$ cat src/sv/sorted_timer_queue_assert.svh
// Assertion macros for the sorted timer queue.
`ifndef SORTED_TIMER_QUEUE_ASSERT_SVH
`define SORTED_TIMER_QUEUE_ASSERT_SVH

`ifndef ASSERT_OFF
`define STQ_ASSERT_IMPL(label, clk, rst_n, ante, cons) \
    label: assert property (@(posedge clk) disable iff (!rst_n) (ante) |-> (cons)) \
        else $error("assertion failed");
`define STQ_ASSERT_NEXT(label, clk, rst_n, ante, cons) \
    label: assert property (@(posedge clk) disable iff (!rst_n) (ante) |=> (cons)) \
        else $error("assertion failed");
`else
`define STQ_ASSERT_IMPL(label, clk, rst_n, ante, cons)
`define STQ_ASSERT_NEXT(label, clk, rst_n, ante, cons)
`endif

`endif

$ cat src/sv/stq_pkg.sv
package stq_pkg;

    localparam int DEPTH_DEFAULT = 16;
    localparam int TAG_W         = 16;
    localparam int TIME_W        = 16;

    typedef enum logic {
        CMD_PUSH = 1'b0,
        CMD_TICK = 1'b1
    } cmd_t;

    typedef enum logic [1:0] {
        KIND_ACCEPTED = 2'd0,
        KIND_FULL     = 2'd1,
        KIND_EXPIRED  = 2'd2,
        KIND_NONE     = 2'd3
    } kind_t;

    typedef enum logic [1:0] {
        OP_HOLD = 2'd0,
        OP_PUSH = 2'd1,
        OP_DEC  = 2'd2,
        OP_POP  = 2'd3
    } cell_op_t;

    typedef enum logic {
        ST_IDLE  = 1'b0,
        ST_DRAIN = 1'b1
    } state_t;

    typedef struct packed {
        cmd_t              command;
        logic [TAG_W-1:0]  tag;
        logic [TIME_W-1:0] timeout;
    } req_t;

    typedef struct packed {
        kind_t            kind;
        logic [TAG_W-1:0] expired_tag;
        logic             last;
    } rsp_t;

    typedef struct packed {
        logic              valid;
        logic [TIME_W-1:0] remaining;
        logic [TAG_W-1:0]  tag;
    } entry_t;

    typedef struct packed {
        cell_op_t          op;
        logic [TAG_W-1:0]  tag;
        logic [TIME_W-1:0] timeout;
    } cell_ctl_t;

endpackage

$ cat src/sv/stq_cell.sv
module stq_cell
    import stq_pkg::*;
(
    input  logic      clk,
    input  logic      rst_n,
    input  cell_ctl_t ctl,
    input  entry_t    left,
    input  logic      left_lt,
    input  entry_t    right,
    output entry_t    cur,
    output logic      lt
);

    logic              valid_reg;
    logic              valid_next;
    logic [TIME_W-1:0] remaining_reg;
    logic [TIME_W-1:0] remaining_next;
    logic [TAG_W-1:0]  tag_reg;
    logic [TAG_W-1:0]  tag_next;

    assign cur = '{valid: valid_reg, remaining: remaining_reg, tag: tag_reg};
    assign lt  = valid_reg && (remaining_reg < ctl.timeout);

    always_comb
    begin
        valid_next     = valid_reg;
        remaining_next = remaining_reg;
        tag_next       = tag_reg;
        unique case (ctl.op)
            OP_HOLD:
            begin
            end
            OP_PUSH:
            begin
                if (!lt)
                begin
                    if (left_lt)
                    begin
                        valid_next     = 1'b1;
                        remaining_next = ctl.timeout;
                        tag_next       = ctl.tag;
                    end
                    else
                    begin
                        valid_next     = left.valid;
                        remaining_next = left.remaining;
                        tag_next       = left.tag;
                    end
                end
            end
            OP_DEC:
            begin
                if (valid_reg && (remaining_reg != '0))
                    remaining_next = remaining_reg - TIME_W'(1);
            end
            OP_POP:
            begin
                valid_next     = right.valid;
                remaining_next = right.remaining;
                tag_next       = right.tag;
            end
            default:
            begin
            end
        endcase
    end

    always_ff @(posedge clk or negedge rst_n)
    begin
        if (!rst_n)
            valid_reg <= 1'b0;
        else
            valid_reg <= valid_next;
    end

    always_ff @(posedge clk)
    begin
        remaining_reg <= remaining_next;
        tag_reg       <= tag_next;
    end

endmodule

$ cat src/sv/sorted_timer_queue.sv
// Sorted timer queue: holds up to DEPTH timers in a chain of cells, ordered by ticks
// remaining, newest first among equals. A push answers accepted or full; a timeout of
// zero counts as one. A tick first counts every cell down, then each expired timer
// shifts out of the head of the chain with its own answer, or the single nothing-expired
// answer is given; the drain waits while the output register is still held. Results
// leave through an output register, so a push is taken while the previous result is
// being transferred.
`include "sorted_timer_queue_assert.svh"

module sorted_timer_queue
    import stq_pkg::*;
#(
    parameter int DEPTH = DEPTH_DEFAULT
)
(
    input  logic clk,
    input  logic rst_n,
    input  logic req_valid,
    output logic req_ready,
    input  req_t req,
    output logic rsp_valid,
    input  logic rsp_ready,
    output rsp_t rsp
);

    state_t    state_reg;
    state_t    state_next;
    logic      rsp_valid_reg;
    logic      rsp_valid_next;
    rsp_t      rsp_reg;
    rsp_t      rsp_next;
    cell_ctl_t ctl;
    entry_t    cells [DEPTH];
    logic      lts [DEPTH];
    logic [DEPTH-1:0] valid_vec;
    logic      can_load;
    logic      full;
    logic      head_exp;
    logic      next_exp;
    logic      req_xfer;

    genvar gi;
    generate
        for (gi = 0; gi < DEPTH; gi++)
        begin : g_cell
            entry_t left_e;
            entry_t right_e;
            logic   left_lt;
            if (gi == 0)
            begin : g_head
                assign left_e  = '0;
                assign left_lt = 1'b1;
            end
            else
            begin : g_body
                assign left_e  = cells[gi-1];
                assign left_lt = lts[gi-1];
            end
            if (gi == DEPTH - 1)
            begin : g_tail
                assign right_e = '0;
            end
            else
            begin : g_inner
                assign right_e = cells[gi+1];
            end
            stq_cell u_cell (
                .clk     (clk),
                .rst_n   (rst_n),
                .ctl     (ctl),
                .left    (left_e),
                .left_lt (left_lt),
                .right   (right_e),
                .cur     (cells[gi]),
                .lt      (lts[gi])
            );
            assign valid_vec[gi] = cells[gi].valid;
        end
    endgenerate

    assign can_load  = !rsp_valid_reg || rsp_ready;
    assign req_ready = (state_reg == ST_IDLE) && can_load;
    assign req_xfer  = req_valid && req_ready;
    assign full      = cells[DEPTH-1].valid;
    assign head_exp  = cells[0].valid && (cells[0].remaining == '0);
    assign next_exp  = cells[1].valid && (cells[1].remaining == '0);
    assign rsp_valid = rsp_valid_reg;
    assign rsp       = rsp_reg;

    always_comb
    begin
        state_next     = state_reg;
        rsp_valid_next = rsp_valid_reg && !rsp_ready;
        rsp_next       = rsp_reg;
        ctl.op         = OP_HOLD;
        ctl.tag        = req.tag;
        ctl.timeout    = (req.timeout == '0) ? TIME_W'(1) : req.timeout;
        unique case (state_reg)
            ST_IDLE:
            begin
                if (req_xfer)
                begin
                    if (req.command == CMD_PUSH)
                    begin
                        ctl.op         = full ? OP_HOLD : OP_PUSH;
                        rsp_valid_next = 1'b1;
                        rsp_next       = '{kind: (full ? KIND_FULL : KIND_ACCEPTED),
                                           expired_tag: '0, last: 1'b1};
                    end
                    else
                    begin
                        ctl.op     = OP_DEC;
                        state_next = ST_DRAIN;
                    end
                end
            end
            ST_DRAIN:
            begin
                if (can_load)
                begin
                    rsp_valid_next = 1'b1;
                    if (head_exp)
                    begin
                        ctl.op   = OP_POP;
                        rsp_next = '{kind: KIND_EXPIRED, expired_tag: cells[0].tag,
                                     last: !next_exp};
                        if (!next_exp)
                            state_next = ST_IDLE;
                    end
                    else
                    begin
                        rsp_next   = '{kind: KIND_NONE, expired_tag: '0, last: 1'b1};
                        state_next = ST_IDLE;
                    end
                end
            end
            default:
            begin
                state_next = ST_IDLE;
            end
        endcase
    end

    always_ff @(posedge clk or negedge rst_n)
    begin
        if (!rst_n)
        begin
            state_reg     <= ST_IDLE;
            rsp_valid_reg <= 1'b0;
        end
        else
        begin
            state_reg     <= state_next;
            rsp_valid_reg <= rsp_valid_next;
        end
    end

    always_ff @(posedge clk)
    begin
        rsp_reg <= rsp_next;
    end

    `STQ_ASSERT_IMPL(a_prefix, clk, rst_n, 1'b1, (valid_vec & (valid_vec + DEPTH'(1))) == '0)
    `STQ_ASSERT_IMPL(a_drain_blocks, clk, rst_n, state_reg == ST_DRAIN, !req_ready)
    `STQ_ASSERT_NEXT(a_tick_drain, clk, rst_n,
                     req_xfer && req.command == CMD_TICK,
                     state_reg == ST_DRAIN && !rsp_valid_reg)
    `STQ_ASSERT_IMPL(a_last, clk, rst_n, rsp_valid_reg && rsp_reg.kind != KIND_EXPIRED, rsp_reg.last)

endmodule
$ cat config.mk
export PLATFORM = sky130hd
export DESIGN_NAME = sorted_timer_queue
export DESIGN_NICKNAME = d
export VERILOG_FILES = /design/src/sv/stq_pkg.sv /design/src/sv/stq_cell.sv /design/src/sv/sorted_timer_queue.sv
export VERILOG_INCLUDE_DIRS = /design/src /design/src/sv
export SDC_FILE = /design/constraint.sdc
export NUM_CORES = 2
export LEC_CHECK = 0
export ABC_AREA = 1
export ABC_CLOCK_PERIOD_IN_PS = 6260
export BUFFER_PORTS_ARGS = -buffer_cell sky130_fd_sc_hd__buf_2
export CAP_MARGIN = 20
export CORE_MARGIN = 3
export CORE_UTILIZATION = 65
export DETAILED_ROUTE_END_ITERATION = 6
export PLACE_DENSITY = 0.86
export SLEW_MARGIN = 10
export SYNTH_ARGS = -nofsm -noshare
export SYNTH_HDL_FRONTEND = slang
export SYNTH_SLANG_ARGS = --single-unit
$ cat constraint.sdc
create_clock -name clk -period 6.26 [get_ports clk]
set_input_delay 0.626 -clock clk [delete_from_list [all_inputs] [get_ports clk]]
set_output_delay 0.626 -clock clk [all_outputs]
set_load 0.02 [all_outputs]
==> run summary <==
Initial DRT Pass Iterations - 7
Mapped Cells - 5905
critical path, cell by cell - inv_1 > ha_1 > inv_1 > nor2_1 > nand4_1 > nor2_1 > nand3_4 > inv_6 > nor2_4 > buf_4 > a21oi_1 > buf_4
Final Max Slew Viols - 0
hold depth - 3
RD Place Congestion - 0.9747
number of cell rows - 92
sequential fraction of the synthesis area - 38.96%
Fill cells - 5202
total wire length - 138.0 mm
final setup vio count - 0
pwr dens - 325.6 nW/um^2
Die X-Extent - 260.4 um
actual slew at the worst max-slew pin - 1143 ps
final hold slack - 263.7 ps
design area - 45080 um^2
Synth Warn # - 0
GRT Util Overall - 39.92%
endpoint class of the critical path - flip-flop
CP max stage cell - inv_6
hold path start - req_valid
crit-path max cell delay - 860 ps
Mapped Area - 42080 um^2
max-cap viol count - 0
clk sinks - 549
Synth cell types - 40
Post-Place Cell Area - 42810 um^2
worst r2r src - g_cell[0].u_cell.remaining_reg[0]$_DFFE_PP_
Crit Path Max Fanout - 124
CP arrival - 4860 ps
IO Count - 58
initial core utilization - 66.23%
Port Buf Inserts - 57
WP buf/inv - 5
status - finished with violations
TritonCTS buffer count - 61
syn avg cell area - 7.126 um^2
hpwl dp - 95.15 mm
placed cells - 6586
hold endpoint - rsp_valid$_DFF_PN0_
#FFs+latches synth - 549
antenna-violating nets left - 0
worst setup path category - flip-flop to flip-flop
r2r endpoint - g_cell[13].u_cell.remaining_reg[1]$_DFFE_PP_
GR Overflow Total - 0
EDFF count, synth - 531
fin crit period - 4536 ps
nets@finish - 6082
initial antenna violation count - 0
share of cells above drive strength 1 - 5.601%
via count - 42100
vias in the first global route - 39740
ys flop type - edfxtp_1
period utilization - 72.46%
antenna diode count - 0
failing checks - design-rule violations
Req. time, crit path - 6580 ps
Leakage Power - 20.99 nW
largest net degree at the start of global routing - 146
IR drop worst, VDD - 0.3042 mV
CTS tree - built
clock transition at the registers of the reported paths - 60 ps
Setup TNS Final - 0 ps
post-CTS sizing - 0
Reg2Reg Depth - 12
die height - 260.4 um
clock skew - 29.41 ps
Layout area overhead - 7.124%
Reg2Reg Setup Slack - 1720 ps
H-tree lvl count - 2
fmax - 220.5 MHz
CORE AREA - 63540 um^2
Largest delay share family, worst path - buffers and inverters
WL per Instance - 20.60 um
CTS Buffer Depth - 3
first-pass GRT wire length - 215.5 mm
async set or reset register ratio after synthesis - 3.279%
CTS Hold Buffers Added - 1
1st-iter DRT viols - 6210
number of post-CTS setup repair buffers - 0
vias per cell - 6.281
drt drc - 4
Slew HR - 23.73%
CP startpoint kind - flip-flop
RSZ-0062 raised after global routing - no
post-synthesis net count - 6183
Hold/Removal Path Class - input port to flip-flop
die area - 67830 um^2
final hold violation count - 0
Root Driver - clkbuf_16
non-filler cells in the finished layout - 6702
worst skew pair latency - 670 ps
## cell families after synthesis
| logic type | count (synthesis) | synth area share, % |
|---|---|---|
| AND/OR/NAND/NOR | 3340 | 34.11 |
| buffers and inverters | 1191 | 11.27 |
| flip-flops | 549 | 38.96 |
| AO/OA/AOI/OAI | 535 | 7.478 |
| adder cells (fa/ha/maj) | 241 | 7.166 |
| XOR/XNOR | 49 | 1.020 |
## layer usage
layer	GRT usage (%)	share of wire, %	vias up
li1	-	-	19370
met1	52.69	37	19100
met2	61.55	44	3086
met3	9.190	13	544
met4	20.80	5.7	0
met5	0	0	-
## worst reg2reg max path: cells and delay by family, from the launching register on
family	cells	cell delay, ps
buffers and inverters	5	1780
AND/OR/NAND/NOR	5	1460
flip-flops	1	390
AO/OA/AOI/OAI	1	310
adder cells (fa/ha/maj)	1	240
## through the flow
stage | utilization, % | setup WS [ps] | power, mW
finish | 70.95 | 1724 | 14.68
CTS | 70.95 | 1877 | 14.46
floorplan | - | 2676 | 8.917
detailed placement | 67.37 | 1838 | 10.40
global placement | 67.37 | 1958 | 10.23
global route | 70.95 | 1512 | 15.39
## worst max path at each step
stage | start | cells past startpoint | end
final | g_cell[0].u_cell.remaining_reg[0]$_DFFE_PP_ | 12 | g_cell[13].u_cell.remaining_reg[1]$_DFFE_PP_
after global routing | g_cell[0].u_cell.remaining_reg[0]$_DFFE_PP_ | 12 | g_cell[13].u_cell.remaining_reg[2]$_DFFE_PP_
after CTS | g_cell[0].u_cell.remaining_reg[0]$_DFFE_PP_ | 12 | g_cell[13].u_cell.remaining_reg[2]$_DFFE_PP_
after detailed placement | req[13] | 11 | g_cell[14].u_cell.tag_reg[2]$_DFFE_PP_
after global placement | req[13] | 11 | g_cell[14].u_cell.tag_reg[4]$_DFFE_PP_
after floorplan | req[8] | 11 | g_cell[1].u_cell.remaining_reg[0]$_DFFE_PP_
## Yosys cell counts (2+ instances only)
master / count / area [um^2]
a211o_1: 2 / 17.52
a211oi_1: 24 / 180.2
a21oi_1: 136 / 680.7
a31oi_1: 22 / 137.6
buf_1: 18 / 67.56
buf_2: 73 / 365.4
buf_4: 2 / 15.01
buf_6: 23 / 259.0
clkbuf_1: 197 / 739.5
dfrtp_1: 18 / 450.4
edfxtp_1: 531 / 15950
ha_1: 241 / 3015
inv_1: 868 / 3258
inv_2: 10 / 37.54
nand2_1: 1679 / 6302
nand2_2: 17 / 106.4
nand3_1: 1114 / 5575
nand3b_1: 3 / 22.52
nand4_1: 12 / 75.07
nand4_4: 2 / 42.54
nor2_1: 361 / 1355
nor2_2: 8 / 50.05
nor2_4: 2 / 22.52
nor3_1: 76 / 380.4
nor3_2: 2 / 20.02
nor4_1: 45 / 281.5
o211ai_1: 11 / 82.58
o21ai_0: 192 / 960.9
o21ai_1: 10 / 50.05
o221a_2: 3 / 33.78
o221ai_1: 6 / 52.55
o22ai_1: 70 / 437.9
o32ai_1: 56 / 490.5
or2_2: 18 / 112.6
xnor2_1: 14 / 122.6
xor2_1: 35 / 306.5
## cell type report
class	instances	area (um^2)	share of cell area [%]
repair buffers	149	1016	2.254
clock inverters	43	653.1	1.449
flip-flops and latches	549	16400	36.37
well taps	846	1059	2.348
clock buffers	72	1608	3.567
multi-input cells	4165	21040	46.67
inverters	878	3311	7.344
## placed cells by master (no fill, tap or decap), drive strengths merged, types with 3 or more instances in the layout
cell type	n
or2	18
dfrtp	18
nand4	14
o211ai	11
nand3b	3
bufinv	15
o32ai	56
clkinv	20
nand3	1114
clkbuf	72
edfxtp	531
xor2	35
xnor2	14
a211oi	24
inv	879
a21oi	136
o221ai	6
nor4	45
o221a	3
a31oi	22
ha	241
o21ai	202
nand2	1696
clkinvlp	7
o22ai	70
nor3	78
buf	148
nor2	371
## power breakdown
part	internal [mW]	switching (mW)
clock network	2.46	1.65
logic	1.55	3.44
registers	5.01	0.572
Power figures use the tool's default switching activity.
